--- src/sdf_pkg.sv ---
`timescale 1ns / 1ps
package sdf_pkg;

  localparam int WORD_W      = 32;
  localparam int NORM_W      = 31;
  localparam int POS_W       = 16;
  localparam int DEN_W       = 2 * NORM_W;
  localparam int REM_W       = DEN_W + 1;
  // Quotient bits kept by the divider; anything at or above 2^QUO_W saturates.
  localparam int QUO_W       = 33;
  localparam int CFG_INDEX_W = 3;
  localparam int CFG_DATA_W  = 32;

  localparam logic [1:0] MODE_DOT    = 2'd0;
  localparam logic [1:0] MODE_EUCLID = 2'd1;
  localparam logic [1:0] MODE_NORMED = 2'd2;
  localparam logic [1:0] MODE_NONE   = 2'd3;

  localparam logic [CFG_INDEX_W-1:0] REG_DISTANCE_MODE   = 3'd0;
  localparam logic [CFG_INDEX_W-1:0] REG_ABSOLUTE_ENABLE = 3'd1;
  localparam logic [CFG_INDEX_W-1:0] REG_ABSOLUTE_FLOOR  = 3'd2;
  localparam logic [CFG_INDEX_W-1:0] REG_RELATIVE_ENABLE = 3'd3;
  localparam logic [CFG_INDEX_W-1:0] REG_RELATIVE_LIMIT  = 3'd4;
  localparam logic [CFG_INDEX_W-1:0] REG_RADIUS_ENABLE   = 3'd5;
  localparam logic [CFG_INDEX_W-1:0] REG_RADIUS          = 3'd6;

  localparam logic signed [WORD_W-1:0] DIST_MAX = 32'sh7FFF_FFFF;
  localparam logic signed [WORD_W-1:0] DIST_MIN = 32'sh8000_0000;

  typedef struct packed {
    logic signed [WORD_W-1:0] dot_sum;
    logic [NORM_W-1:0]        query_norm;
    logic [NORM_W-1:0]        item_norm;
    logic signed [WORD_W-1:0] query_power;
    logic signed [WORD_W-1:0] item_power;
    logic [POS_W-1:0]         query_position;
    logic [POS_W-1:0]         item_position;
    logic [POS_W-1:0]         track_index;
  } item_t;

  typedef struct packed {
    logic signed [WORD_W-1:0] distance;
    logic                     accepted;
    logic                     divide_fault;
    logic [POS_W-1:0]         query_position_out;
    logic [POS_W-1:0]         item_position_out;
    logic [POS_W-1:0]         track_index_out;
  } result_t;

  typedef struct packed {
    logic [1:0]               mode;
    logic                     abs_en;
    logic signed [WORD_W-1:0] abs_floor;
    logic                     rel_en;
    logic [NORM_W-1:0]        rel_limit;
    logic                     rad_en;
    logic signed [WORD_W-1:0] radius;
  } cfg_t;

  typedef struct packed {
    logic [POS_W-1:0] query_position;
    logic [POS_W-1:0] item_position;
    logic [POS_W-1:0] track_index;
  } tag_t;

  typedef struct packed {
    logic [DEN_W-1:0]         qq;
    logic [DEN_W-1:0]         ss;
    logic [DEN_W-1:0]         den;
    logic signed [WORD_W-1:0] dot;
    logic [WORD_W-1:0]        mag;
    logic                     abs_ok;
    logic signed [WORD_W:0]   pdiff;
    tag_t                     tag;
  } front_t;

  typedef struct packed {
    logic signed [WORD_W-1:0] dot;
    logic [REM_W-1:0]         sq;
    logic                     ovf;
    logic                     fault;
    logic                     power_ok;
    tag_t                     tag;
  } side_t;

  typedef struct packed {
    logic [REM_W-1:0] rem;
    logic [DEN_W-1:0] den;
    logic [QUO_W-1:0] tail;
    logic [QUO_W-1:0] quo;
    side_t            side;
  } step_t;

endpackage

--- src/sdf_prep.sv ---
`timescale 1ns / 1ps
module sdf_prep import sdf_pkg::*; #(
  parameter int FRAC_BITS = 16
) (
  input  logic   clk,
  input  logic   rst,
  input  logic   advance,
  input  logic   prev_valid,
  input  front_t prev,
  input  cfg_t   cfg,
  output logic   valid,
  output step_t  stage
);

  localparam int SHIFT = 2 * FRAC_BITS + 1;
  localparam int NUM_W = WORD_W + SHIFT;

  step_t            stage_next;
  logic [NUM_W-1:0] num;
  logic [WORD_W:0]  pabs;
  logic [REM_W-1:0] sq_sum;
  logic             rel_ok;

  // The dividend is |dot| scaled by 2^(2F+1). Its bits above QUO_W seed the
  // remainder; if that seed already reaches the divisor the quotient
  // overflows the kept width and the result saturates.
  always_comb begin
    num    = {prev.mag, {SHIFT{1'b0}}};
    pabs   = prev.pdiff[WORD_W] ? (~prev.pdiff + 33'd1) : prev.pdiff;
    rel_ok = !cfg.rel_en || (pabs <= {2'b00, cfg.rel_limit});
    sq_sum = {1'b0, prev.qq} + {1'b0, prev.ss};

    stage_next.rem           = REM_W'(num[NUM_W-1:QUO_W]);
    stage_next.den           = prev.den;
    stage_next.tail          = num[QUO_W-1:0];
    stage_next.quo           = '0;
    stage_next.side.dot      = prev.dot;
    stage_next.side.sq       = sq_sum >> FRAC_BITS;
    stage_next.side.ovf      = REM_W'(num[NUM_W-1:QUO_W]) >= {1'b0, prev.den};
    stage_next.side.fault    = (prev.den == '0);
    stage_next.side.power_ok = prev.abs_ok && rel_ok;
    stage_next.side.tag      = prev.tag;
  end

  always_ff @(posedge clk) begin
    if (rst) begin
      valid <= 1'b0;
    end else if (advance) begin
      valid <= prev_valid;
    end
  end

  always_ff @(posedge clk) begin
    if (advance) begin
      stage <= stage_next;
    end
  end

endmodule

--- config.mk ---
export PLATFORM = sky130hd
export DESIGN_NAME = sdf_prep
export DESIGN_NICKNAME = d
export VERILOG_FILES = /design/src/sdf_pkg.sv /design/src/sdf_prep.sv
export SDC_FILE = /design/constraint.sdc
export NUM_CORES = 1
export LEC_CHECK = 0
export BUFFER_PORTS_ARGS = -buffer_cell sky130_fd_sc_hd__buf_2
export CORE_AREA = 8 8 291 293
export CTS_CLUSTER_DIAMETER = 150
export CTS_CLUSTER_SIZE = 12
export DETAILED_ROUTE_END_ITERATION = 8
export DIE_AREA = 0 0 299 301
export PLACE_DENSITY = 0.44
export SYNTH_ARGS = -nofsm -noshare
export SYNTH_HDL_FRONTEND = slang
export SYNTH_SLANG_ARGS = --single-unit
export TNS_END_PERCENT = 50
--- constraint.sdc ---
create_clock -name clk -period 11.1 [get_ports clk]
set_input_delay 1.665 -clock clk [delete_from_list [all_inputs] [get_ports clk]]
set_output_delay 1.665 -clock clk [all_outputs]
set_load 0.02 [all_outputs]
==> results.cfg <==
[floorplan]
die_x_um = 299
die_area_sq_um = 90000
ios = 774
die_y_um = 301
initial_utilization = 0.165
fp-row-count = 104
core-area_sq_um = 79900

[detailed_routing]
firstDrtPassIters = 5
num_vias = 11300
drc = 0
avgRoutedWirePerCell_um = 22.4
drtIter0Drc = 500
viasPerCell = 4.00
ant_nets = 0
routed_wl_um = 63200

[clock_tree]
ctsHtreeMaxLevel = 1
post-cts-setup-buffers = 0
clk_latency_ps = 530
cts_tree = yes
clock-sinks = 225
cts-buffers-inserted = 23
cts.path.max_buffers = 3
cts-root-buf = clkbuf_16
cts_hold_buf = 0
cts_resized = 0
clk_pin_slew_ps = 60

[sta]
slew_violations = 0
post-route-period-util = 0.504
worst_pin_slew_ps = 1120
fin_tns_setup_ps = 0
rsz0062_at_grt = no
setup_viol = 0
fmax_ghz = 0.179
whs_ps = 495
skew_ps = 0
slew-limit-headroom = 0.256
hold_viol = 0
fin_crit_ps = 5600

[critical_path]
cp_common_cell = or3_4
cp_slowest_cell = or4_4
r2r_cells = 2
cp_data_required_time_ps = 11380
worstPathMaxFanout = 5
endpoint_kind = register
timing_worst_setup_path_type = input pin to register
r2r_slack_ps = 10520
cpPeakStageDelay_ps = 560
critPathTopFamily = simple AND/OR/NAND/NOR gates
reg2reg_from = valid
cp_num_buf_inv = 1
r2r_end = valid
path_cells = buf_2 -> or4_4 -> or3_4 -> or2_1 -> or3_4 -> or3_4 -> or3_2 -> o21ai_0 -> xnor2_1 -> ha_1 -> nand4_1 -> nor4_1 -> a21boi_0 -> o31a_1 -> o32ai_2
worstPathArrival_ps = 5880
cp-start-kind = input pin

[final_layout]
fill_cells = 8780
drive_gt1_frac = 0.364
post-route-util = 0.221
layout_commonest_cell = buf_2
final_cell_area_sq_um = 17700
fin_nets = 2300
final_cell_mix = 591 x buf_2, 224 x edfxtp_1, 125 x ha_1, 113 x conb_1, 81 x inv_1
synthToLayoutAreaGrowth_pct = 34.4

[grt]
busiest_layer = met2
grt_pass1_wl_um = 87500
grtUsageMet2 = 0.238
grtUsageMet3 = 0.0596
grt_pass1_vias = 12200
use_met1 = 0.139
grt_max_degree = 86
antenna_found_initial = 41
track_usage = 0.132
grt.overflow.total = 0

[min_path]
hp-class = register to register
hold_path_end = valid
holdPathStages = 2
hp-start = valid

[synthesis]
ys_seq_area_frac = 0.513
async_flop_share = 0
ys_ff_latch = 225
avgSynthCellArea_sq_um = 11.6
netlist_area_sq_um = 13200
ys_warn_count = 0
synth-main-ff-cell = edfxtp_1
ys_types = 62
syn_inst = 1131
synth_edf_count = 224

[place]
gpl.final_weighted_congestion = 0.848
placed_cell_area_sq_um = 17000
port_buffers = 592
dp_hpwl_um = 54700

[pwr]
vdd_drop_max_mv = 0.0761
powerDensity_nw_per_um2 = 138
leakage_nw = 7.94

[flow_run]
cap_violations = 0

[status]
status = finished, final reports clean
layout make-up:
class / instances / area (sq um) / share of cell area
well taps: 1060 / 1330 / 0.0750
repair buffers: 597 / 3010 / 0.170
multi-input cells: 811 / 5630 / 0.318
flip-flops and latches: 225 / 6750 / 0.381
diodes: 16 / 40.0 / 0.00226
clock inverters: 2 / 17.5 / 0.000991
clock buffers: 32 / 609 / 0.0345
inverters: 81 / 304 / 0.0172
registers in the layout (all words and copies together) (netlist names):
name / flops
stage: 224
valid: 1
metrics by stage:
| stage | cells | setup slack [ps] | power, mW |
|---|---|---|---|
| after floorplan | 1243 | 5560 | 1.46 |
| after global routing | 2809 | 5390 | 2.57 |
| after detailed placement | 2774 | 4900 | 1.74 |
| after CTS | 2808 | 5470 | 2.49 |
| final | 2824 | 5500 | 2.43 |
| after global placement | 2774 | 4910 | 1.73 |
worst reg2reg max path: cells and delay by family (launching register included):
family	cells	cell delay, ps
flops	1	310
simple gates	1	50
mux	1	120
cells by family (layout without fill, tap and decap cells):
logic type	after synthesis	after routing	synth area share
adder cells (fa/ha/maj)	125	125	0.119
AO/OA/AOI/OAI	268	268	0.134
multiplexers	1	1	0.000761
flip-flops	225	225	0.513
buffers and inverters	207	712	0.0913
XOR/XNOR	75	75	0.0499
other	1	129	0.000285
AND/OR/NAND/NOR	229	229	0.0922
where the power goes:
group          leakage [nW]  switching [mW]  internal, mW
combinational          5.44           0.430         0.220
clock                 0.303           0.347         0.380
sequential             2.20          0.0226          1.03
total                  7.94           0.799          1.63
synth_stat cells, types with 2 or more instances:
master	n	area (sq um)
nor2b_1	14	87.6
or3_1	6	37.5
a211oi_1	3	22.5
nand3b_1	2	15.0
o211ai_1	4	30.0
or3_4	5	56.3
nor4_1	20	125
nor3_1	8	40.0
or2_2	2	12.5
o21bai_1	9	67.6
buf_4	113	848
a31oi_1	7	43.8
o31a_1	3	26.3
nand3_1	12	60.1
or4_1	4	30.0
a41oi_1	3	26.3
inv_1	81	304
nand4_1	25	156
a21o_1	49	368
o41ai_1	5	43.8
o2111ai_1	3	26.3
nor4b_1	2	17.5
nor2_1	40	150
and2_1	6	37.5
o21a_1	9	67.6
o21ai_0	59	295
a221oi_1	8	70.1
nand2b_1	10	62.6
or4_4	2	22.5
nand2_1	62	233
xor2_1	19	166
clkbuf_1	13	48.8
a21oi_1	72	360
ha_1	125	1560
a21boi_0	5	37.5
edfxtp_1	224	6730
and4_1	3	26.3
o31ai_1	11	82.6
xnor2_1	56	490
o22ai_1	3	18.8
and3_1	3	18.8
worst max path at each step:
stage,from,to,slack (ps),depth (start not counted)
global route,prev[51],stage[48],5390,15
CTS,prev[51],stage[48],5470,15
floorplan,prev[51],stage[48],5560,14
detailed placement,prev[51],stage[48],4900,15
finish,prev[51],stage[48],5500,15
global placement,prev[51],stage[48],4910,15
metal layers:
metal / vias up / routed length, um
met1: 5330 / 23200
met4: 34 / 1700
met3: 111 / 6690
li1: 5220 / -
met5: - / 221
met2: 601 / 31400
No activity file was read; power rests on OpenSTA's default activity.
