==> config.mk <==
export PLATFORM = sky130hd
export DESIGN_NAME = sdf_back
export DESIGN_NICKNAME = d
export VERILOG_FILES = /design/src/sdf_pkg.sv /design/src/sdf_back.sv
export SDC_FILE = /design/constraint.sdc
export NUM_CORES = 1
export LEC_CHECK = 0
export BUFFER_PORTS_ARGS = -buffer_cell sky130_fd_sc_hd__buf_2
export CORE_AREA = 10 10 198 200
export DETAILED_ROUTE_END_ITERATION = 16
export DIE_AREA = 0 0 208 210
export GPL_ROUTABILITY_DRIVEN = 0
export PLACE_DENSITY = 0.66
export SLEW_MARGIN = 20
export SYNTH_ARGS = -nofsm -noshare
export SYNTH_HDL_FRONTEND = slang
export SYNTH_SLANG_ARGS = --single-unit
==> constraint.sdc <==
create_clock -name clk -period 8.32 [get_ports clk]
set_clock_uncertainty 0.05 [all_clocks]
set_input_delay 0.416 -clock clk [delete_from_list [all_inputs] [get_ports clk]]
set_output_delay 0.416 -clock clk [all_outputs]
set_load 0.02 [all_outputs]
==> src/sdf_pkg.sv <==
`timescale 1ns / 1ps
package sdf_pkg;

  localparam int WORD_W      = 32;
  localparam int NORM_W      = 31;
  localparam int POS_W       = 16;
  localparam int DEN_W       = 2 * NORM_W;
  localparam int REM_W       = DEN_W + 1;
  // Quotient bits kept by the divider; anything at or above 2^QUO_W saturates.
  localparam int QUO_W       = 33;
  localparam int CFG_INDEX_W = 3;
  localparam int CFG_DATA_W  = 32;

  localparam logic [1:0] MODE_DOT    = 2'd0;
  localparam logic [1:0] MODE_EUCLID = 2'd1;
  localparam logic [1:0] MODE_NORMED = 2'd2;
  localparam logic [1:0] MODE_NONE   = 2'd3;

  localparam logic [CFG_INDEX_W-1:0] REG_DISTANCE_MODE   = 3'd0;
  localparam logic [CFG_INDEX_W-1:0] REG_ABSOLUTE_ENABLE = 3'd1;
  localparam logic [CFG_INDEX_W-1:0] REG_ABSOLUTE_FLOOR  = 3'd2;
  localparam logic [CFG_INDEX_W-1:0] REG_RELATIVE_ENABLE = 3'd3;
  localparam logic [CFG_INDEX_W-1:0] REG_RELATIVE_LIMIT  = 3'd4;
  localparam logic [CFG_INDEX_W-1:0] REG_RADIUS_ENABLE   = 3'd5;
  localparam logic [CFG_INDEX_W-1:0] REG_RADIUS          = 3'd6;

  localparam logic signed [WORD_W-1:0] DIST_MAX = 32'sh7FFF_FFFF;
  localparam logic signed [WORD_W-1:0] DIST_MIN = 32'sh8000_0000;

  typedef struct packed {
    logic signed [WORD_W-1:0] dot_sum;
    logic [NORM_W-1:0]        query_norm;
    logic [NORM_W-1:0]        item_norm;
    logic signed [WORD_W-1:0] query_power;
    logic signed [WORD_W-1:0] item_power;
    logic [POS_W-1:0]         query_position;
    logic [POS_W-1:0]         item_position;
    logic [POS_W-1:0]         track_index;
  } item_t;

  typedef struct packed {
    logic signed [WORD_W-1:0] distance;
    logic                     accepted;
    logic                     divide_fault;
    logic [POS_W-1:0]         query_position_out;
    logic [POS_W-1:0]         item_position_out;
    logic [POS_W-1:0]         track_index_out;
  } result_t;

  typedef struct packed {
    logic [1:0]               mode;
    logic                     abs_en;
    logic signed [WORD_W-1:0] abs_floor;
    logic                     rel_en;
    logic [NORM_W-1:0]        rel_limit;
    logic                     rad_en;
    logic signed [WORD_W-1:0] radius;
  } cfg_t;

  typedef struct packed {
    logic [POS_W-1:0] query_position;
    logic [POS_W-1:0] item_position;
    logic [POS_W-1:0] track_index;
  } tag_t;

  typedef struct packed {
    logic [DEN_W-1:0]         qq;
    logic [DEN_W-1:0]         ss;
    logic [DEN_W-1:0]         den;
    logic signed [WORD_W-1:0] dot;
    logic [WORD_W-1:0]        mag;
    logic                     abs_ok;
    logic signed [WORD_W:0]   pdiff;
    tag_t                     tag;
  } front_t;

  typedef struct packed {
    logic signed [WORD_W-1:0] dot;
    logic [REM_W-1:0]         sq;
    logic                     ovf;
    logic                     fault;
    logic                     power_ok;
    tag_t                     tag;
  } side_t;

  typedef struct packed {
    logic [REM_W-1:0] rem;
    logic [DEN_W-1:0] den;
    logic [QUO_W-1:0] tail;
    logic [QUO_W-1:0] quo;
    side_t            side;
  } step_t;

endpackage

==> src/sdf_back.sv <==
`timescale 1ns / 1ps
module sdf_back import sdf_pkg::*; #(
  parameter int FRAC_BITS          = 16,
  parameter int DISTANCE_TOLERANCE = 1
) (
  input  logic    clk,
  input  logic    rst,
  input  logic    advance,
  input  logic    prev_valid,
  input  step_t   prev,
  input  cfg_t    cfg,
  output logic    valid,
  output result_t result
);

  localparam int         NSUM_W    = QUO_W + 3;
  localparam int         EUC_W     = REM_W + 2;
  localparam logic [NSUM_W-1:0] NORM_BASE = NSUM_W'(1) << (FRAC_BITS + 1);

  logic [NSUM_W-1:0]        nsum;
  logic [EUC_W-1:0]         euc;
  logic signed [WORD_W-1:0] normed;
  logic signed [WORD_W-1:0] euc_sat;
  logic signed [WORD_W-1:0] dist_next;
  logic                     dot_neg;
  logic                     dot_pos;

  logic                     sel_valid;
  logic signed [WORD_W-1:0] distance;
  logic                     fault;
  logic                     power_ok;
  tag_t                     tag;

  logic signed [WORD_W+1:0] dist_ext;
  logic signed [WORD_W+1:0] limit;
  logic                     rad_ok;

  // First stage: form both distances, saturate, pick by mode.
  always_comb begin
    dot_neg = prev.side.dot[WORD_W-1];
    dot_pos = !dot_neg && (prev.side.dot != '0);

    nsum = dot_neg ? (NORM_BASE + {3'b000, prev.quo}) : (NORM_BASE - {3'b000, prev.quo});
    if (prev.side.fault) begin
      normed = dot_pos ? DIST_MIN : DIST_MAX;
    end else if (prev.side.ovf) begin
      normed = dot_neg ? DIST_MAX : DIST_MIN;
    end else if ((nsum[NSUM_W-1:WORD_W-1] == '0) || (nsum[NSUM_W-1:WORD_W-1] == '1)) begin
      normed = nsum[WORD_W-1:0];
    end else begin
      normed = nsum[NSUM_W-1] ? DIST_MIN : DIST_MAX;
    end

    euc = {2'b00, prev.side.sq} - {{(EUC_W-WORD_W-1){prev.side.dot[WORD_W-1]}},
                                   prev.side.dot, 1'b0};
    if ((euc[EUC_W-1:WORD_W-1] == '0) || (euc[EUC_W-1:WORD_W-1] == '1)) begin
      euc_sat = euc[WORD_W-1:0];
    end else begin
      euc_sat = euc[EUC_W-1] ? DIST_MIN : DIST_MAX;
    end

    case (cfg.mode)
      MODE_DOT:    dist_next = prev.side.dot;
      MODE_EUCLID: dist_next = euc_sat;
      MODE_NORMED: dist_next = normed;
      MODE_NONE:   dist_next = '0;
      default:     dist_next = '0;
    endcase
  end

  always_ff @(posedge clk) begin
    if (rst) begin
      sel_valid <= 1'b0;
    end else if (advance) begin
      sel_valid <= prev_valid;
    end
  end

  always_ff @(posedge clk) begin
    if (advance) begin
      distance <= dist_next;
      fault    <= (cfg.mode == MODE_NORMED) && prev.side.fault;
      power_ok <= prev.side.power_ok;
      tag      <= prev.side.tag;
    end
  end

  // Second stage: radius test against radius plus tolerance, taken wide.
  always_comb begin
    dist_ext = {{2{distance[WORD_W-1]}}, distance};
    limit    = {{2{cfg.radius[WORD_W-1]}}, cfg.radius} + (WORD_W+2)'(DISTANCE_TOLERANCE);
    rad_ok   = !cfg.rad_en || !(dist_ext > limit);
  end

  always_ff @(posedge clk) begin
    if (rst) begin
      valid <= 1'b0;
    end else if (advance) begin
      valid <= sel_valid;
    end
  end

  always_ff @(posedge clk) begin
    if (advance) begin
      result.distance           <= distance;
      result.accepted           <= power_ok && rad_ok;
      result.divide_fault       <= fault;
      result.query_position_out <= tag.query_position;
      result.item_position_out  <= tag.item_position;
      result.track_index_out    <= tag.track_index;
    end
  end

endmodule

==> results.ini <==
[clock_network]
htreeDepth = 4
post_cts_resize_count = 0
cts_tree = yes
clk_pin_slew_ns = 0.06
clkLatencyLatePin_ns = 0.42
cts-buffers-inserted = 17
cts.sink_count = 166
cts_setup_buffers = 0
cts_hold_buf = 0
root_buffer = clkbuf_16
cts_max_path_buffers = 2

[global_route]
grt_max_degree = 89
grtUsageTotal_pct = 23.0
grt_pass1_vias = 13100
grt_pass1_wl_um = 78300
gr-total-overflow = 0
antenna_found_initial = 3

[layout]
syn_to_final_growth_pct = 17.4
fin_nets = 2353
final_common_cell = buf_2
n_fill_cell = 3391
final_cell_mix = buf_2, edfxtp_1, nand2_1
drive_gt1_share_pct = 20.7

[floorplanning]
boundaryPins = 524
num_rows = 69
core_area_mm2 = 0.0352
die_w_um = 208
start_util_pct = 39.3
die_h_um = 210
die-area_mm2 = 0.0437

[power]
swShare_pct = 33.3
p_switching_mw = 0.885
ir_drop_mv = 0.158
p_per_area_mw_per_mm2 = 164
p_clk_share_pct = 30.2
leakage_nw = 6.52
p_seq_share_pct = 39.1
p_int_mw = 1.78
p_comb_share_pct = 30.7

[sta]
fin_crit_sh_pct = 79.1
fmax_mhz = 152
hold_viol = 0
slew_viol_final = 0
setup_viol = 0
relSlewSlack_pct = 32.5
rsz0062_at_grt = no
min_period_ns = 6.58
setup_slack_ns = 1.74
fin_setup_tns_ns = 0
tightest_slew_ns = 0.991

[route]
finalWirelength_um = 53200
drt_iter0_drc = 1308
dr.pass1.iters = 5
drc = 0
vias = 13800
viasPerCell = 6.02
avgRoutedWirePerCell_um = 23.2
antenna_left = 0

[setup_path]
crit_type = in2reg
worst-path-max-fanout = 53
worstSetupEndpoint = distance[29]
critPathCaptureType = register
critPathLaunchType = primary input
timing.rr.start = distance[3]
setup.worst_path.start = prev[145]
critical_path_arrival_ns = 6.68
rr_endpoint = result[49]
worstPathRequired_ns = 8.42
r2r_setup_slack_ns = 5.51
rr_worst_depth = 12

[place]
port_buffers = 300
pre_cts_ws_ns = 1.56
place_hpwl_um = 44100

[yosys]
ys_ff_latch = 166
synth_edf_count = 164
ys_types = 94
yosysSeqAreaShare_pct = 35.9
ys_warn_count = 0
synthFlopType = edfxtp_1
syn_area_per_cell_um2 = 8.85
synth_area_mm2 = 0.0138
syn-num-nets = 2108
async_flop_share_pct = 0
syn_inst = 1565

[hold_path]
holdCritStartpoint = rst
hold_class = in2reg

[outcome]
status = completed

[job]
drv_cap = 0

worst min path at each step:
stage | endpoint | slack, ns | cells after the start
after floorplan | result[0] | 0.35 | 0
after global placement | result[38] | 0.35 | 0
after detailed placement | result[45] | 0.35 | 0
after CTS | valid | 0.10 | 2
after global routing | tag[38] | 0.10 | 1
final | valid | 0.12 | 2
power by group through the flow:
stage                     clock (mW)  combinational [mW]  sequential (mW)
after floorplan                    0               0.479             1.08
after detailed placement           0               0.796             1.06
after CTS                      0.812               0.800             1.04
after global routing           0.852               0.886             1.04
final                          0.805               0.817             1.04
after global placement             0               0.779             1.05
metrics by stage:
step	power, mW	util [%]	hold WS [ns]	cell area [µm²]	cells
3_5_place_dp	1.85	44.3	0.355	15600	2251
3_3_place_gp	1.83	44.3	0.350	15600	2251
4_1_cts	2.65	46.0	0.102	16200	2283
5_1_grt	2.78	46.1	0.100	16200	2286
6_report	2.66	46.1	0.118	16200	2295
2_1_floorplan	1.56	-	0.350	13800	1565
logic make-up (layout without fill, tap and decap cells):
logic type	Yosys count	count (layout)	synth area share, %
simple gates	567	567	20.7
compound gates	476	476	22.9
flops	166	166	35.9
buf+inv	153	411	4.65
fa+ha+maj	102	102	9.27
xor+xnor	88	88	5.57
mux	13	13	1.05
other cells	0	11	0
final cells by class:
class,count,area [µm²],share of cell area (%)
Tap cell,461,577,3.55
Timing Repair Buffer,307,1570,9.65
Inverter,72,270,1.66
Sequential cell,166,4960,30.6
Clock inverter,10,146,0.901
Clock buffer,22,454,2.80
Multi-Input combinational cell,1246,8240,50.7
Antenna cell,11,27.5,0.169
metal layers:
layer | vias up | part of all wire [%] | track usage (%)
li1 | 6463 | - | -
met1 | 6579 | 39 | 28.2
met2 | 689 | 50 | 41.0
met3 | 79 | 8.1 | 3.24
met4 | 2 | 3.0 | 7.30
met5 | - | 0.024 | 0
cell usage after synthesis (7+ instances only):
master    count  area (µm²)
or2_2         7        43.8
nand2_1     163         612
nand3_1      46         230
o21ai_0      86         430
ha_1        101        1260
a221o_1      28         280
a31oi_1      14        87.6
xor2_1       48         420
edfxtp_1    164        4920
buf_2        35         175
and4_1       12         105
or3_1        14        87.6
or4_1         7        52.6
and3_1       17         106
mux2i_1      10         100
nor2b_1      10        62.6
clkbuf_1     40         150
o22ai_1       7        43.8
o21a_1       24         180
a211oi_1     10        75.1
o21ai_1      27         135
a21o_1       31         233
o211ai_1     12        90.1
nand2b_1     10        62.6
a21oi_1     141         706
inv_1        69         259
nor3_1       45         225
nand4_1      59         369
nor2_1      115         432
xnor2_1      40         350
nor4_1       31         194
worst max-delay path, stage by stage:
cell,delay [ns]
buf_2,0.71
inv_1,0.15
buf_4,0.29
ha_1,0.66
nand4_1,0.41
nor2_1,0.24
nand2_1,0.10
a311oi_1,0.70
o211a_1,0.29
o21ai_0,0.10
a211o_1,0.27
nor4_1,0.61
nand4_4,0.24
mux2i_4,0.84
nand2_1,0.15
a221o_1,0.42
sequential cells by signal (all words and copies together) (netlist names):
signal	count
result	82
tag	48
distance	32
fault	1
power_ok	1
sel_valid	1
valid	1
Note: power is estimated with default switching activity, not from simulation.
