===== src/sdf_pkg.sv =====
`timescale 1ns / 1ps
package sdf_pkg;

  localparam int WORD_W      = 32;
  localparam int NORM_W      = 31;
  localparam int POS_W       = 16;
  localparam int DEN_W       = 2 * NORM_W;
  localparam int REM_W       = DEN_W + 1;
  // Quotient bits kept by the divider; anything at or above 2^QUO_W saturates.
  localparam int QUO_W       = 33;
  localparam int CFG_INDEX_W = 3;
  localparam int CFG_DATA_W  = 32;

  localparam logic [1:0] MODE_DOT    = 2'd0;
  localparam logic [1:0] MODE_EUCLID = 2'd1;
  localparam logic [1:0] MODE_NORMED = 2'd2;
  localparam logic [1:0] MODE_NONE   = 2'd3;

  localparam logic [CFG_INDEX_W-1:0] REG_DISTANCE_MODE   = 3'd0;
  localparam logic [CFG_INDEX_W-1:0] REG_ABSOLUTE_ENABLE = 3'd1;
  localparam logic [CFG_INDEX_W-1:0] REG_ABSOLUTE_FLOOR  = 3'd2;
  localparam logic [CFG_INDEX_W-1:0] REG_RELATIVE_ENABLE = 3'd3;
  localparam logic [CFG_INDEX_W-1:0] REG_RELATIVE_LIMIT  = 3'd4;
  localparam logic [CFG_INDEX_W-1:0] REG_RADIUS_ENABLE   = 3'd5;
  localparam logic [CFG_INDEX_W-1:0] REG_RADIUS          = 3'd6;

  localparam logic signed [WORD_W-1:0] DIST_MAX = 32'sh7FFF_FFFF;
  localparam logic signed [WORD_W-1:0] DIST_MIN = 32'sh8000_0000;

  typedef struct packed {
    logic signed [WORD_W-1:0] dot_sum;
    logic [NORM_W-1:0]        query_norm;
    logic [NORM_W-1:0]        item_norm;
    logic signed [WORD_W-1:0] query_power;
    logic signed [WORD_W-1:0] item_power;
    logic [POS_W-1:0]         query_position;
    logic [POS_W-1:0]         item_position;
    logic [POS_W-1:0]         track_index;
  } item_t;

  typedef struct packed {
    logic signed [WORD_W-1:0] distance;
    logic                     accepted;
    logic                     divide_fault;
    logic [POS_W-1:0]         query_position_out;
    logic [POS_W-1:0]         item_position_out;
    logic [POS_W-1:0]         track_index_out;
  } result_t;

  typedef struct packed {
    logic [1:0]               mode;
    logic                     abs_en;
    logic signed [WORD_W-1:0] abs_floor;
    logic                     rel_en;
    logic [NORM_W-1:0]        rel_limit;
    logic                     rad_en;
    logic signed [WORD_W-1:0] radius;
  } cfg_t;

  typedef struct packed {
    logic [POS_W-1:0] query_position;
    logic [POS_W-1:0] item_position;
    logic [POS_W-1:0] track_index;
  } tag_t;

  typedef struct packed {
    logic [DEN_W-1:0]         qq;
    logic [DEN_W-1:0]         ss;
    logic [DEN_W-1:0]         den;
    logic signed [WORD_W-1:0] dot;
    logic [WORD_W-1:0]        mag;
    logic                     abs_ok;
    logic signed [WORD_W:0]   pdiff;
    tag_t                     tag;
  } front_t;

  typedef struct packed {
    logic signed [WORD_W-1:0] dot;
    logic [REM_W-1:0]         sq;
    logic                     ovf;
    logic                     fault;
    logic                     power_ok;
    tag_t                     tag;
  } side_t;

  typedef struct packed {
    logic [REM_W-1:0] rem;
    logic [DEN_W-1:0] den;
    logic [QUO_W-1:0] tail;
    logic [QUO_W-1:0] quo;
    side_t            side;
  } step_t;

endpackage


===== src/sdf_div_step.sv =====
`timescale 1ns / 1ps
module sdf_div_step import sdf_pkg::*; (
  input  logic  clk,
  input  logic  rst,
  input  logic  advance,
  input  logic  prev_valid,
  input  step_t prev,
  output logic  valid,
  output step_t stage
);

  step_t            stage_next;
  logic [REM_W-1:0] shifted;
  logic [REM_W:0]   diff;

  // One restoring division step: bring down the next dividend bit and
  // subtract the divisor when it fits.
  always_comb begin
    shifted         = {prev.rem[REM_W-2:0], prev.tail[QUO_W-1]};
    diff            = {1'b0, shifted} - {2'b00, prev.den};
    stage_next      = prev;
    stage_next.rem  = diff[REM_W] ? shifted : diff[REM_W-1:0];
    stage_next.tail = {prev.tail[QUO_W-2:0], 1'b0};
    stage_next.quo  = {prev.quo[QUO_W-2:0], ~diff[REM_W]};
  end

  always_ff @(posedge clk) begin
    if (rst) begin
      valid <= 1'b0;
    end else if (advance) begin
      valid <= prev_valid;
    end
  end

  always_ff @(posedge clk) begin
    if (advance) begin
      stage <= stage_next;
    end
  end

endmodule


===== config.mk =====
export PLATFORM = sky130hd
export DESIGN_NAME = sdf_div_step
export DESIGN_NICKNAME = d
export VERILOG_FILES = /design/src/sdf_pkg.sv /design/src/sdf_div_step.sv
export SDC_FILE = /design/constraint.sdc
export NUM_CORES = 1
export LEC_CHECK = 0
export ABC_AREA = 1
export BUFFER_PORTS_ARGS = -buffer_cell sky130_fd_sc_hd__buf_4
export CAP_MARGIN = 20
export CORE_AREA = 10 10 259 261
export CTS_CLUSTER_DIAMETER = 80
export CTS_CLUSTER_SIZE = 24
export DETAILED_ROUTE_END_ITERATION = 8
export DIE_AREA = 0 0 269 271
export GPL_TIMING_DRIVEN = 0
export PLACE_DENSITY_LB_ADDON = 0.2
export SETUP_SLACK_MARGIN = 0.05
export SLEW_MARGIN = 20
export SYNTH_ARGS = -nofsm -noshare
export SYNTH_HDL_FRONTEND = slang
export SYNTH_SLANG_ARGS = --single-unit

===== constraint.sdc =====
create_clock -name clk -period 3.44 [get_ports clk]
set_clock_uncertainty 0.15 [all_clocks]
set_input_delay 0.344 -clock clk [delete_from_list [all_inputs] [get_ports clk]]
set_output_delay 0.344 -clock clk [all_outputs]
set_load 0.01 [all_outputs]

==> impl_metrics.csv, run 1 <==
group,metric,value,unit
power,p_leak,0.0135,uW
grt,grt_overflow,0,
synth,synthArstFlopShare,0,%
route,wl_per_cell,21.3,um
worst_setup_path,slowest_stage,"dlygate4sd3_1",
worst_setup_path,worst-r2r-setup-slack,2.13,ns
route,dr.pass1.iters,5,
finish,num-nets-final,3290,
worst_setup_path,crit_start,"prev[238]",
synth,ys_ff_latch,337,
power,peakVddDrop,365,uV
synth,syn-num-nets,2246,
worst_setup_path,crit_arrival,3.37,ns
route,vias,15800,
clock_network,clk_latency,0.59,ns
clock_network,cts_sinks,337,
sta,tightestPinTransition,0.620,ns
synth,syn_inst,1842,
die,core,0.0616,sq mm
worst_setup_path,critPathKind,"primary input to register",
grt,antenna_found_initial,18,
route,ant_nets,0,
sta,slew_viol_final,0,
grt,grt_pass1_vias,16400,
clock_network,ctsRootBufferMaster,"clkbuf_16",
route,wl,80.0,mm
finish,drive_gt1_share,26.9,%
sta,rsz0062_at_grt,"false",
die,ios,679,
clock_network,cts_max_path_buffers,3,
place,io_buffers,675,
synth,yosys_warnings,0,
finish,area_growth,61.9,%
power,power_density,411,mW/mm^2
die,rows,91,
worst_setup_path,path_buf_inv,6,
grt,grt_pass1_wl,112,mm
sta,hold_violations,0,
status,status,"completed",
worst_setup_path,r2r-end,"valid$_SDFFE_PP0P_",
worst_setup_path,cpMostUsedCell,"nand2_1",
route,drc,0,
worst_setup_path,crit_chain,"dlygate4sd3_1 -> buf_4 -> inv_1 -> ha_1 -> nand2_1 -> nor2_1 -> inv_2 -> nor2_1 -> a21oi_1 -> nand2_2 -> nand3_2 -> nand2_2 -> inv_2 -> buf_2 -> nand2_1 -> nand2_1",
clock_network,cts_made_buffers,26,
sta,fin_crit,3.19,ns
sta,setup_viol,0,
synth,ys_types,37,
sta,finalCritPeriodShare,92.6,%
place,globalplace.congestion,0.938,
run,cap_violations,0,
die,die_w,269,um
die,die_area,0.0729,sq mm
synth,mappedNetlistArea,0.0169,sq mm
worst_setup_path,ff2ff_path_depth,3,
sta,max-slew-margin-rel,58.7,%
worst_setup_path,cp.depth,16,
clock_network,cts.htree.levels,1,
die,initial_core_util,27.5,%
worst_setup_path,critPathLaunchType,"primary input",
finish,stdcell_area,0.0274,sq mm
finish,layout_commonest_cell,"nand2_1",
worst_setup_path,cpPeakStageDelay,0.61,ns
synth,syn_avg_cell_area,9.19,sq um
synth,synth_edf_count,336,
place,placed_cell_area,0.0231,sq mm
clock_network,cts_tree,"yes",
worst_setup_path,worstPathMaxFanout,10,
worst_hold_path,hold_class,"primary input to register",
finish,final_cell_mix,"nand2_1, buf_4, inv_1, dlygate4sd3_1, edfxtp_1",
place,dpl.hpwl,65.9,mm
route,drt_iter0_markers,1077,
worst_setup_path,critPathCapture,"stage[307]$_DFFE_PP_",
synth,ys.flop_type,"edfxtp_1",
grt,track_usage,20.9,%
sta,fmax,314,MHz
synth,ys_seq_area_share,59.7,%
clock_network,cts_setup_buffers,0,
worst_setup_path,required,3.63,ns
finish,final_core_util,44.5,%
worst_setup_path,path_delay_family,"simple AND/OR/NAND/NOR gates",
grt,grt_max_degree,100,
worst_setup_path,r2r-start,"valid$_SDFFE_PP0P_",
route,drt-vias-per-instance,4.21,
die,die_h,271,um
worst_setup_path,end_kind,"register",
clock_network,clk_pin_slew,0.09,ns
[power breakdown]
group	total, uW	internal, uW	leakage [uW]	switching (uW)
sequential	5070	4960	0.00330	109
clock	3240	1550	0.000422	1690
combinational	2960	1330	0.00974	1630
total	11300	7850	0.0135	3430
[layer usage]
layer | track usage (%) | share of wire, % | vias to the layer above
li1 | - | - | 7846
met1 | 22.4 | 37 | 7328
met2 | 38.9 | 52 | 491
met3 | 4.35 | 6.3 | 110
met4 | 8.47 | 4.6 | 12
met5 | 0 | 0.098 | -
[timing repair]
action,CTS,global route
hold endpoints to repair,382,0
resized for setup,0,0
hold buffers,338,0
[Yosys cell counts, types with 6 or more instances]
library cell	number	area share (%)
o21ai_0	7	0.21
nor2_1	108	2.4
xor2_1	29	1.5
nand4_1	9	0.33
nand3_1	62	1.8
nor2_2	6	0.22
inv_2	10	0.22
nand2_2	14	0.52
buf_2	8	0.24
nand2_1	711	16
ha_1	62	4.6
inv_1	379	8.4
nand3_2	10	0.59
edfxtp_1	336	60
nand3b_1	8	0.35
a21oi_1	43	1.3
nor3_1	14	0.41
[metrics by stage]
stage | hold WS (ns) | instances | setup slack [ns] | power [uW] | TNS (ns)
5_1_grt | 0.276 | 3747 | 0.165 | 11800 | 0
2_1_floorplan | 0.266 | 1842 | 1.18 | 6270 | 0
3_3_place_gp | 0.325 | 3354 | -0.864 | 7800 | -245.36
3_5_place_dp | 0.352 | 3357 | 0.279 | 7810 | 0
4_1_cts | 0.250 | 3739 | 0.334 | 11500 | 0
6_report | 0.296 | 3750 | 0.254 | 11300 | 0
[flip-flops by register name, summed over array words and instances, names as in the netlist]
name and count:
stage 336, valid 1
[worst min path at each step]
stage	startpoint	slack (ns)	cells past startpoint	endpoint
after global routing	prev[160]	0.28	2	stage[161]$_DFFE_PP_
after CTS	prev[137]	0.25	2	stage[137]$_DFFE_PP_
after detailed placement	rst	0.35	2	valid$_SDFFE_PP0P_
after global placement	valid$_SDFFE_PP0P_	0.32	2	valid$_SDFFE_PP0P_
after floorplan	rst	0.27	1	valid$_SDFFE_PP0P_
final	prev[168]	0.30	2	stage[169]$_DFFE_PP_
[layout make-up]
cell class	count	area, sq um
flip-flops and latches	337	10100
diodes	11	27.5
repair buffers	1016	8540
clock buffers	28	658
inverters	390	1460
fillers	5990	34200
well taps	837	1050
clock inverters	16	216
plain buffers	14	116
multi-input cells	1101	5250
[cells by family after synthesis]
kind of cell               Yosys count  share of synthesized area (%)
buffers and inverters              404                           9.33
adders and majority gates           63                           4.70
xor gates and xnor gates            30                           1.55
AOI/OAI and AO/OA                   58                           1.83
other                                1                         0.0221
muxes                                1                         0.0591
DFF                                337                           59.7
and+or+nand+nor                    948                           22.8
Note: power is estimated with default switching activity, not from simulation.
==> run 2, diff against run 1 <==
--- a/config.mk
+++ b/config.mk
@@ -6,13 +6,13 @@
 export NUM_CORES = 1
 export LEC_CHECK = 0
 export ABC_AREA = 1
-export BUFFER_PORTS_ARGS = -buffer_cell sky130_fd_sc_hd__buf_4
 export CAP_MARGIN = 20
 export CORE_AREA = 10 10 259 261
 export CTS_CLUSTER_DIAMETER = 80
 export CTS_CLUSTER_SIZE = 24
 export DETAILED_ROUTE_END_ITERATION = 8
 export DIE_AREA = 0 0 269 271
+export DONT_BUFFER_PORTS = 1
 export GPL_TIMING_DRIVEN = 0
 export PLACE_DENSITY_LB_ADDON = 0.2
 export SETUP_SLACK_MARGIN = 0.05
==> run 2 against run 1 <==
The run now ends with hold timing left. Critical path type unchanged. Total power shrank 8.3%. First-iteration DRC count shrank 0.28%. Final cell count shrank 18%. Critical endpoint is now stage[318]$_DFFE_PP_. Largest cell class unchanged.
==> impl_metrics.csv, run 2 (same netlist as run 1, synthesis figures left out) <==
group,metric,value,unit
place,placed_cell_area,0.0180,sq mm
sta,setup_viol,0,
clock_network,clk_latency,0.56,ns
finish,drive_gt1_share,4.55,%
clock_network,cts_sinks,337,
grt,grt_pass1_wl,106,mm
place,globalplace.congestion,0.899,
route,wl,78.2,mm
status,status,"complete, but fails checks",
finish,layout_commonest_cell,"nand2_1",
worst_setup_path,required,3.60,ns
route,drt_iter0_markers,1074,
place,io_buffers,0,
grt,grt_pass1_vias,13700,
grt,grt_max_degree,338,
power,peakVddDrop,442,uV
route,vias,13200,
finish,num-nets-final,2610,
clock_network,cts_tree,"yes",
die,rows,91,
worst_setup_path,crit_start,"prev[211]",
sta,fmax,353,MHz
finish,top_regs,"stage: 336 flops, valid: 1 flops",
sta,max-slew-margin-rel,64.3,%
sta,hold_violations,213,
place,dpl.hpwl,61.2,mm
clock_network,clk_pin_slew,0.09,ns
route,wl_per_cell,25.5,um
grt,antenna_found_initial,6,
worst_setup_path,critPathKind,"primary input to register",
die,die_h,271,um
worst_setup_path,worst-r2r-setup-slack,2.10,ns
route,wl_met2,40.4,mm
finish,area_growth,31.5,%
finish,largest_reg_flops,336,
die,ios,679,
clock_network,cts_made_buffers,25,
die,die_area,0.0729,sq mm
worst_hold_path,hold_class,"primary input to register",
sta,whs,-0.260,ns
route,drt-vias-per-instance,4.29,
grt,track_usage,20.4,%
clock_network,cts_setup_buffers,0,
clock_network,cts.htree.levels,1,
sta,fin_crit,2.83,ns
worst_setup_path,crit_arrival,2.99,ns
clock_network,cts_max_path_buffers,3,
route,ant_nets,0,
finish,stdcell_area,0.0223,sq mm
route,wirelength_met1,28.9,mm
die,core,0.0616,sq mm
place,dp_cells,2679,
clock_network,ctsResizeCount,0,
clock_network,hold_buffers,337,
route,top_layer,"met4",
power,fin_total_pwr,10300,uW
worst_setup_path,worstPathMaxFanout,3,
sta,rsz0062_at_grt,"false",
worst_setup_path,r2r-start,"valid$_SDFFE_PP0P_",
worst_setup_path,end_kind,"register",
finish,stdcell_count,3065,
route,dr.pass1.iters,4,
worst_setup_path,critPathLaunchType,"primary input",
clock_network,ctsRootBufferMaster,"clkbuf_16",
worst_hold_path,hold_start,"advance",
run,cap_violations,0,
route,drc,0,
grt,grt_overflow,0,
sta,tightestPinTransition,0.535,ns
die,die_w,269,um
sta,setup_tns,0,ns
sta,slew_viol_final,0,
sta,finalCritPeriodShare,82.2,%
finish,largest_register,"stage",
route,dr_wl_met3,5.26,mm
finish,final_cell_mix,"nand2_1, inv_1, dlygate4sd3_1, edfxtp_1, nor2_1",
die,initial_core_util,27.5,%
status,violations,"hold timing",
power,power_density,464,mW/mm^2
power,p_leak,0.0102,uW
[run 2: critical path, cell delays in order]
cell           delay (ns)
dlygate4sd3_1        0.52
inv_1                0.05
ha_1                 0.23
fa_1                 0.45
nor2_1               0.15
or2_2                0.16
nand3_1              0.07
nand2_1              0.17
nand2_1              0.07
nand2_1              0.27
nand2_1              0.21
nand2_1              0.11
nand2_1              0.05
nand3_1              0.07
nand2_1              0.08
[run 2: per-layer routing]
metal	vias to the layer above	track usage [%]
li1	6489	-
met1	6095	21.8
met2	481	37.8
met3	97	4.64
met4	0	8.59
met5	-	0
[run 2: cell type report]
| cell class | count | area [sq um] |
|---|---|---|
| multi-input cells | 1101 | 5250 |
| inverters | 390 | 1460 |
| clock inverters | 17 | 267 |
| well taps | 837 | 1050 |
| diodes | 6 | 15.0 |
| flip-flops and latches | 337 | 10100 |
| repair buffers | 337 | 3370 |
| fillers | 6297 | 39300 |
| plain buffers | 14 | 116 |
| clock buffers | 26 | 629 |
[run 2: final timing paths]
| kind | endpoint | cells past startpoint |
|---|---|---|
| worst max-delay path | stage[318]$_DFFE_PP_ | 15 |
| worst min-delay path | stage[208]$_DFFE_PP_ | 0 |
| worst max register to register | valid$_SDFFE_PP0P_ | 3 |
| worst min register to register | valid$_SDFFE_PP0P_ | 3 |
[run 2: report_power, final]
part,internal (uW),switching (uW)
Clock,1530,1670
Combinational,656,985
Sequential,4990,508
Total,7180,3160
[run 2: through the flow]
step | util (%) | hold slack (ns) | worst slack [ns]
5_1_grt | 36.1 | -0.302 | 0.474
2_1_floorplan | - | 0.266 | 1.18
3_5_place_dp | 29.2 | 0.270 | 0.437
6_report | 36.1 | -0.260 | 0.611
3_3_place_gp | 29.2 | 0.268 | 0.444
4_1_cts | 36.1 | -0.270 | 0.616
